[src/hw/rtl/pcg_pkg.sv]
// ----------------------------------------------------------------------------
// pcg_pkg
// Types, register codes and reset values shared by the palette crossfade
// generator modules.
// ----------------------------------------------------------------------------
package pcg_pkg;

	localparam int NumColors = 6;
	localparam int ChanW     = 8;
	localparam int DurW      = 20;
	localparam int PhaseW    = 21;
	localparam int CountW    = 3;
	localparam int IdxW      = 3;
	localparam int DeltaW    = 16;
	localparam int CfgDataW  = 24;
	localparam int NumW      = ChanW + DurW;   // mix numerator, at most 255 * D

	typedef logic [23:0] rgb_t;

	typedef enum logic [2:0] {
		REG_COLOR0        = 3'd0,
		REG_COLOR1        = 3'd1,
		REG_COLOR2        = 3'd2,
		REG_COLOR3        = 3'd3,
		REG_COLOR4        = 3'd4,
		REG_COLOR5        = 3'd5,
		REG_DURATION      = 3'd6,
		REG_PALETTE_COUNT = 3'd7
	} reg_idx_t;

	localparam rgb_t [NumColors-1:0] ColorReset = {
		24'h340B40, 24'hFF4AD5, 24'h282DFA, 24'h1CFFEE, 24'hBAFF4A, 24'hEDEDED
	};
	localparam logic [DurW-1:0]   DurationReset = 20'd20000;
	localparam logic [CountW-1:0] CountReset    = 3'd6;
	localparam logic [CountW-1:0] CountMin      = 3'd2;
	localparam logic [CountW-1:0] CountMax      = 3'd6;

	typedef struct packed {
		rgb_t [NumColors-1:0] color;
		logic [DurW-1:0]      duration;
		logic [CountW-1:0]    count;
	} cfg_t;

	// operands for one channel of the mix unit
	typedef struct packed {
		logic [ChanW-1:0] a;
		logic [ChanW-1:0] b;
		logic [DurW-1:0]  p;
		logic [DurW-1:0]  d;
	} mix_req_t;

	// palette lookup; indices past the palette read black
	function automatic rgb_t color_at(cfg_t cfg, logic [IdxW-1:0] idx);
		rgb_t c;
		c = '0;
		case (idx)
			3'd0: c = cfg.color[0];
			3'd1: c = cfg.color[1];
			3'd2: c = cfg.color[2];
			3'd3: c = cfg.color[3];
			3'd4: c = cfg.color[4];
			3'd5: c = cfg.color[5];
			default: c = '0;
		endcase
		return c;
	endfunction

endpackage

[src/hw/rtl/pcg_cfg_regs.sv]
// ----------------------------------------------------------------------------
// pcg_cfg_regs
// Configuration register file: six palette entries, fade duration and
// palette count, written over a valid/ready channel.
// ----------------------------------------------------------------------------
module pcg_cfg_regs (
	input  logic                           clk,
	input  logic                           arst_n,
	input  logic                           cfg_valid,
	output logic                           cfg_ready,
	input  logic [pcg_pkg::IdxW-1:0]       cfg_index,
	input  logic [pcg_pkg::CfgDataW-1:0]   cfg_data,
	output pcg_pkg::cfg_t                  cfg
);
	import pcg_pkg::*;

	cfg_t cfg_q;

	assign cfg_ready = 1'b1;
	assign cfg       = cfg_q;

	always_ff @(posedge clk or negedge arst_n) begin
		if (!arst_n) begin
			cfg_q.color    <= ColorReset;
			cfg_q.duration <= DurationReset;
			cfg_q.count    <= CountReset;
		end else if (cfg_valid && cfg_ready) begin
			case (reg_idx_t'(cfg_index))
				REG_COLOR0:        cfg_q.color[0] <= cfg_data;
				REG_COLOR1:        cfg_q.color[1] <= cfg_data;
				REG_COLOR2:        cfg_q.color[2] <= cfg_data;
				REG_COLOR3:        cfg_q.color[3] <= cfg_data;
				REG_COLOR4:        cfg_q.color[4] <= cfg_data;
				REG_COLOR5:        cfg_q.color[5] <= cfg_data;
				REG_DURATION:      cfg_q.duration <= cfg_data[DurW-1:0];
				REG_PALETTE_COUNT: cfg_q.count <= cfg_data[CountW-1:0];
				default: ;
			endcase
		end
	end

endmodule

[src/hw/rtl/pcg_mix_unit.sv]
// ----------------------------------------------------------------------------
// pcg_mix_unit
// Shared mix unit: forms a*(D-p), then adds b*p, on one 8x20 multiplier and
// divides the sum by D with an eight-step restoring divider.
// ----------------------------------------------------------------------------
module pcg_mix_unit (
	input  logic                         clk,
	input  logic                         arst_n,
	input  logic                         start,
	input  pcg_pkg::mix_req_t            req,
	output logic                         done,
	output logic [pcg_pkg::ChanW-1:0]    quot
);
	import pcg_pkg::*;

	typedef enum logic [1:0] {
		S_IDLE,
		S_MUL_A,
		S_MUL_B,
		S_DIV
	} mix_state_t;

	mix_state_t        state_q;
	logic [NumW-1:0]   acc_q;
	logic [NumW-1:0]   div_q;
	logic [2:0]        bit_q;
	logic [ChanW-1:0]  quot_q;
	logic              done_q;

	logic [ChanW-1:0]  mul_x;
	logic [DurW-1:0]   mul_y;
	logic [NumW-1:0]   prod;
	logic              ge;

	// p never exceeds D, so D - p cannot wrap
	assign mul_x = (state_q == S_MUL_A) ? req.a : req.b;
	assign mul_y = (state_q == S_MUL_A) ? (req.d - req.p) : req.p;
	assign prod  = NumW'(mul_x) * NumW'(mul_y);
	assign ge    = (acc_q >= div_q);

	assign done = done_q;
	assign quot = quot_q;

	always_ff @(posedge clk or negedge arst_n) begin
		if (!arst_n) begin
			state_q <= S_IDLE;
			acc_q   <= '0;
			div_q   <= '0;
			bit_q   <= '0;
			quot_q  <= '0;
			done_q  <= 1'b0;
		end else begin
			done_q <= 1'b0;
			case (state_q)
				S_IDLE: begin
					if (start)
						state_q <= S_MUL_A;
				end
				S_MUL_A: begin
					acc_q   <= prod;
					state_q <= S_MUL_B;
				end
				S_MUL_B: begin
					// quotient fits in 8 bits: numerator is at most 255 * D
					acc_q   <= acc_q + prod;
					div_q   <= {1'b0, req.d, 7'd0};
					bit_q   <= 3'd7;
					state_q <= S_DIV;
				end
				S_DIV: begin
					if (ge)
						acc_q <= acc_q - div_q;
					quot_q <= {quot_q[ChanW-2:0], ge};
					div_q  <= div_q >> 1;
					bit_q  <= bit_q - 3'd1;
					if (bit_q == 3'd0) begin
						done_q  <= 1'b1;
						state_q <= S_IDLE;
					end
				end
				default: state_q <= S_IDLE;
			endcase
		end
	end

endmodule

[src/hw/rtl/palette_crossfade_generator_unit.sv]
// ----------------------------------------------------------------------------
// palette_crossfade_generator_unit
// Each update transaction carries the milliseconds since the previous one and
// returns one colour: a linear fade between two palette entries, taken from
// the phase as it stood before the update, plus a flag when the update steps
// to the next palette pair. The three channels go one after another through a
// single shared 8x20 multiplier and 8-step restoring divider, each channel
// passing through a start, the multiply, eight divide steps and a hand-back.
// The result sits in an output register and the next update can be taken in
// the cycle after it is loaded, so an update is not taken until the previous
// one has been handed to that register; a stalled result only holds the
// block once the following update has finished its channels. Configuration
// writes are never stalled (cfg_ready is tied high) and should only be issued
// while no update is in flight.
// ----------------------------------------------------------------------------
module palette_crossfade_generator_unit (
	input  logic                           clk,
	input  logic                           arst_n,
	// configuration
	input  logic                           cfg_valid,
	output logic                           cfg_ready,
	input  logic [pcg_pkg::IdxW-1:0]       cfg_index,
	input  logic [pcg_pkg::CfgDataW-1:0]   cfg_data,
	// update input
	input  logic                           in_valid,
	output logic                           in_stall,
	input  logic [pcg_pkg::DeltaW-1:0]     elapsed_ms,
	// colour output
	output logic                           out_valid,
	input  logic                           out_stall,
	output logic [pcg_pkg::ChanW-1:0]      red,
	output logic [pcg_pkg::ChanW-1:0]      green,
	output logic [pcg_pkg::ChanW-1:0]      blue,
	output logic                           advanced
);
	import pcg_pkg::*;

	typedef enum logic [1:0] {
		S_IDLE,
		S_START,
		S_WAIT,
		S_DONE
	} seq_state_t;

	cfg_t              cfg;
	mix_req_t          req;
	logic              mix_start;
	logic              mix_done;
	logic [ChanW-1:0]  mix_quot;

	seq_state_t        state_q;
	logic [1:0]        chan_q;
	logic [PhaseW-1:0] phase_q;
	logic [IdxW-1:0]   from_q;
	logic [IdxW-1:0]   to_q;
	rgb_t              fc_q;
	rgb_t              tc_q;
	logic [DurW-1:0]   p_q;
	logic [DurW-1:0]   d_q;
	logic              adv_q;
	logic [ChanW-1:0]  red_q, green_q, blue_q;
	logic              out_valid_q;
	logic [ChanW-1:0]  out_red_q, out_green_q, out_blue_q;
	logic              out_adv_q;

	logic [DurW-1:0]   d_eff;
	logic [DurW-1:0]   p_eff;
	logic              step;
	logic [PhaseW-1:0] phase_base;
	logic [PhaseW:0]   phase_sum;
	logic [PhaseW-1:0] phase_next;
	logic [CountW-1:0] cnt_eff;
	logic [IdxW:0]     to_inc;
	logic [IdxW-1:0]   to_next;
	logic              in_accept;
	logic              out_free;
	logic              out_load;

	pcg_cfg_regs u_cfg (
		.clk       (clk),
		.arst_n    (arst_n),
		.cfg_valid (cfg_valid),
		.cfg_ready (cfg_ready),
		.cfg_index (cfg_index),
		.cfg_data  (cfg_data),
		.cfg       (cfg)
	);

	pcg_mix_unit u_mix (
		.clk    (clk),
		.arst_n (arst_n),
		.start  (mix_start),
		.req    (req),
		.done   (mix_done),
		.quot   (mix_quot)
	);

	// effective settings
	assign d_eff   = (cfg.duration == '0) ? DurW'(1) : cfg.duration;
	assign cnt_eff = (cfg.count < CountMin) ? CountMin :
	                 (cfg.count > CountMax) ? CountMax : cfg.count;

	// phase and index update, taken from the old state at acceptance
	assign step       = (phase_q >= {1'b0, d_eff});
	assign p_eff      = step ? d_eff : phase_q[DurW-1:0];
	assign phase_base = step ? (phase_q - {1'b0, d_eff}) : phase_q;
	assign phase_sum  = {1'b0, phase_base} + (PhaseW+1)'(elapsed_ms);
	assign phase_next = phase_sum[PhaseW] ? {PhaseW{1'b1}} : phase_sum[PhaseW-1:0];
	assign to_inc     = {1'b0, to_q} + (IdxW+1)'(1);
	assign to_next    = (to_inc >= {1'b0, cnt_eff}) ? '0 : to_inc[IdxW-1:0];

	assign in_stall  = (state_q != S_IDLE);
	assign in_accept = in_valid && !in_stall;
	assign out_free  = !out_valid_q || !out_stall;
	assign out_load  = (state_q == S_DONE) && out_free;

	// channel select: 0 red, 1 green, 2 blue
	always_comb begin
		req.p = p_q;
		req.d = d_q;
		case (chan_q)
			2'd0: begin
				req.a = fc_q[23:16];
				req.b = tc_q[23:16];
			end
			2'd1: begin
				req.a = fc_q[15:8];
				req.b = tc_q[15:8];
			end
			default: begin
				req.a = fc_q[7:0];
				req.b = tc_q[7:0];
			end
		endcase
	end

	assign mix_start = (state_q == S_START);

	assign out_valid = out_valid_q;
	assign red       = out_red_q;
	assign green     = out_green_q;
	assign blue      = out_blue_q;
	assign advanced  = out_adv_q;

	always_ff @(posedge clk or negedge arst_n) begin
		if (!arst_n) begin
			state_q     <= S_IDLE;
			chan_q      <= '0;
			phase_q     <= '0;
			from_q      <= IdxW'(0);
			to_q        <= IdxW'(1);
			fc_q        <= '0;
			tc_q        <= '0;
			p_q         <= '0;
			d_q         <= '0;
			adv_q       <= 1'b0;
			red_q       <= '0;
			green_q     <= '0;
			blue_q      <= '0;
			out_valid_q <= 1'b0;
			out_red_q   <= '0;
			out_green_q <= '0;
			out_blue_q  <= '0;
			out_adv_q   <= 1'b0;
		end else begin
			if (out_load)
				out_valid_q <= 1'b1;
			else if (out_valid_q && !out_stall)
				out_valid_q <= 1'b0;

			case (state_q)
				S_IDLE: begin
					if (in_accept) begin
						fc_q    <= color_at(cfg, from_q);
						tc_q    <= color_at(cfg, to_q);
						p_q     <= p_eff;
						d_q     <= d_eff;
						adv_q   <= step;
						phase_q <= phase_next;
						if (step) begin
							from_q <= to_q;
							to_q   <= to_next;
						end
						chan_q  <= 2'd0;
						state_q <= S_START;
					end
				end
				S_START: state_q <= S_WAIT;
				S_WAIT: begin
					if (mix_done) begin
						case (chan_q)
							2'd0:    red_q   <= mix_quot;
							2'd1:    green_q <= mix_quot;
							default: blue_q  <= mix_quot;
						endcase
						if (chan_q == 2'd2) begin
							state_q <= S_DONE;
						end else begin
							chan_q  <= chan_q + 2'd1;
							state_q <= S_START;
						end
					end
				end
				S_DONE: begin
					// wait for the output register to free up
					if (out_free) begin
						out_red_q   <= red_q;
						out_green_q <= green_q;
						out_blue_q  <= blue_q;
						out_adv_q   <= adv_q;
						state_q     <= S_IDLE;
					end
				end
				default: state_q <= S_IDLE;
			endcase
		end
	end

endmodule

[config.mk]
export PLATFORM = sky130hd
export DESIGN_NAME = palette_crossfade_generator_unit
export DESIGN_NICKNAME = d
export VERILOG_FILES = /design/src/hw/rtl/pcg_pkg.sv /design/src/hw/rtl/pcg_cfg_regs.sv /design/src/hw/rtl/pcg_mix_unit.sv /design/src/hw/rtl/palette_crossfade_generator_unit.sv
export SDC_FILE = /design/constraint.sdc
export NUM_CORES = 1
export LEC_CHECK = 0
export BUFFER_PORTS_ARGS = -buffer_cell sky130_fd_sc_hd__buf_2
export CAP_MARGIN = 10
export CORE_ASPECT_RATIO = 1.4
export CORE_UTILIZATION = 55
export CTS_CLUSTER_DIAMETER = 120
export DETAILED_ROUTE_END_ITERATION = 6
export GPL_TIMING_DRIVEN = 0
export PLACE_DENSITY = 0.75
export SLEW_MARGIN = 0
export SYNTH_ARGS = -nofsm -noshare
export SYNTH_HDL_FRONTEND = slang
export SYNTH_SLANG_ARGS = --single-unit
[constraint.sdc]
create_clock -name clk -period 10.51 [get_ports clk]
set_input_delay 0.5255 -clock clk [delete_from_list [all_inputs] [get_ports clk]]
set_output_delay 0.5255 -clock clk [all_outputs]
set_load 0.02 [all_outputs]
==> metrics <==
status=finished with violations; failing checks=design-rule violations; Initial DRC Count=2280; CP Capture Type=flop; Worst Tran Pin Value=1250 ps; post-synth cell types=82; minimum clock period after layout=9900 ps; FF/Latch Area=0.0103 mm²; count of pins over their slew limit=0; wire per inst=23.4 µm; Syn Nets=3391; normalized max-slew margin=0.161; Yosys reg bits=406; drt first pass iters=7; Required @ worst endpoint=10980 ps; Worst Setup Path Type=reg -> reg; dpl ws=660 ps; # nets final=3513; n_diodes=0; post-route setup TNS=0 ps; DIE WIDTH=197 µm; vias per std cell=6.34; CTS tree=done; final hold vios=0; post-route antenna net violation count=0; max cap viols=0; hold depth=3; worst path arrival time=10370 ps; min-delay src=out_stall; Total GRT Usage=0.341; FF-to-FF End=u_mix.acc_q[27]; CTS clk-pin slew, worst paths=60 ps; part of the cycle the worst path needs=0.942; global-route wire length before repair=141000 µm; GP Congestion=0.989; DRC=12; clock latency on the worst-skew pair=600 ps; CTS Sinks=406; hold endpoint=out_valid; Routed WL=91500 µm; I/O Buffers=72; skew final=25.4 ps; Max clock buf depth=3; Critical Path Source Type=flop; HPWL after DPL=69800 µm; post-CTS repair timing setup buffer count=0; register area share after synthesis=0.351; max incr delay on CP=800 ps; Area growth syn-to-layout=9.35%; Post-Route Utilization=0.612; register-to-register setup slack=610 ps; worst reg-to-reg path cell count=36; die area=0.0542 mm²; Filler cells=4339; Hold Crit Class=in -> reg; Post-synth EDFFs=0; clock root cell=clkbuf_16; average cell area after synthesis=9.60 µm²; Vert. Die Dim=275 µm; Post-Synthesis Cells=3054; synth warn=0; share of cells above drive strength 1=0.172; vias in the first global route=25.4k; Starting Density=0.559; worst hold margin=178 ps; Post-Syn Area=0.0293 mm²; htree depth=2; setup ws final=611 ps; total congestion overflow=0; number of I/O pins=76; CP Max Fanout=8; core area=0.0524 mm²; ys flop type=dfrtp_1; FFs w/ async S/R, synth=1.00; number of CTS-inserted buffers=42; routed via count=24.8k; area of the multi-input gates=0.0177 mm²; largest net degree at the start of global routing=127; initial antenna violation count=0; fmax=0.101 GHz; final setup fails=0; RSZ-0062 raised after global routing=no; Critical-path top delay cell=a21oi_1; worst flop-to-flop path startpoint=d_q[0]; # rows=99
[sequential cells by signal (all words and copies together), names as in the netlist, 8 cells and up]
register and count:
u_cfg.cfg 167, u_mix.acc_q 28, u_mix.div_q 27, fc_q 24, tc_q 24, phase_q 21, d_q 20, p_q 20
blue 8, blue_q 8, green 8, green_q 8, red 8, red_q 8, u_mix.quot 8
[per-stage QoR]
stage	std cells	area [µm²]
finish	3917	32100
global route	3917	32100
CTS	3916	32000
detailed placement	3837	30700
global placement	3833	30600
floorplan	3054	29300
[layer usage]
| layer | global-route usage | vias up | wire [µm] |
|---|---|---|---|
| li1 | - | 11100 | - |
| met1 | 0.392 | 12300 | 33700 |
| met2 | 0.593 | 1144 | 44800 |
| met3 | 0.0394 | 367 | 5410 |
| met4 | 0.245 | 0 | 7550 |
| met5 | 0 | - | 0 |
[final cells by class]
class                           instances  share of cell area
Multi-Input combinational cell       2286               0.551
Sequential cell                       406               0.321
Clock buffer                           62              0.0383
Tap cell                              707              0.0276
Inverter                              222              0.0260
Buffer                                140              0.0167
Timing Repair Buffer                   78              0.0150
Clock inverter                         16             0.00445
[worst max-delay path by stage]
stage,startpoint,to,slack [ps],depth (start not counted)
2_1_floorplan,d_q[0],u_mix.acc_q[27],2250,35
3_3_place_gp,d_q[0],u_mix.acc_q[27],780,37
3_5_place_dp,d_q[0],u_mix.acc_q[27],660,37
4_1_cts,d_q[0],u_mix.acc_q[27],620,37
5_1_grt,d_q[0],u_mix.acc_q[27],130,36
6_report,d_q[0],u_mix.acc_q[27],610,36
[what timing repair did]
| item | 4_1_cts | 5_1_grt |
|---|---|---|
| hold endpoints to repair | 37 | 0 |
| gates resized for setup | 0 | 1 |
| hold buffers | 1 | 0 |
| setup endpoints to repair | 0 | 1 |
[synthesized netlist by cell type, drive strengths merged (12+ instances only)]
cell    count  area share
xnor2      70       0.021
o21ai     197       0.034
mux2i      60       0.020
inv       221       0.028
a211oi     23      0.0061
o31ai      15      0.0038
a222oi     18      0.0061
or2        12      0.0026
a31oi      71       0.015
nor2      303       0.039
dfstp      94       0.084
o21bai     12      0.0031
a221oi     16      0.0048
nand2b     39      0.0083
a22oi      56       0.014
xor2       32      0.0096
buf        28      0.0040
a32oi      12      0.0036
a21oi     140       0.024
a21o       55       0.014
mux2      283        0.11
ha        176       0.075
nor2b      23      0.0049
o21a       33      0.0085
clkbuf    112       0.014
nor3       34      0.0058
nand3      41      0.0074
fa        113       0.077
or3        12      0.0026
dfrtp     312        0.27
nand4      14      0.0030
and3       12      0.0026
nand2     285       0.036
[critical path: cells and delay by family, from the launching register on]
| family | cells | cell delay [ps] |
|---|---|---|
| AOI/OAI and AO/OA | 15 | 4260 |
| DFF | 1 | 420 |
| and+or+nand+nor | 7 | 1060 |
| buffers and inverters | 4 | 250 |
| adders and majority gates | 8 | 3300 |
| xor gates and xnor gates | 2 | 480 |
[logic make-up (layout without fill, tap and decap cells)]
kind of cell | count (synthesis) | after routing | share of synthesized area
and+or+nand+nor | 816 | 816 | 0.124
AOI/OAI and AO/OA | 729 | 729 | 0.162
DFF | 406 | 406 | 0.351
buffers and inverters | 362 | 518 | 0.0467
muxes | 349 | 349 | 0.134
adders and majority gates | 289 | 289 | 0.152
xor gates and xnor gates | 102 | 102 | 0.0305
other | 1 | 1 | 0.000128
[placed cells by master, fill, tap and decap left out, drive strengths merged, types with 41 or more instances in the layout]
cell type	instances
ha	176
clkbuf	174
nand3	41
a31oi	71
o21ai	197
dfrtp	312
a21oi	140
nor2	303
mux2	283
buf	105
dfstp	94
mux2i	60
a22oi	56
xnor2	70
nand2	285
inv	224
a21o	55
fa	113
Power is left out: the tool's default activity adds up to more than one toggle a clock period on the data nets, which glitch-free logic cannot reach.
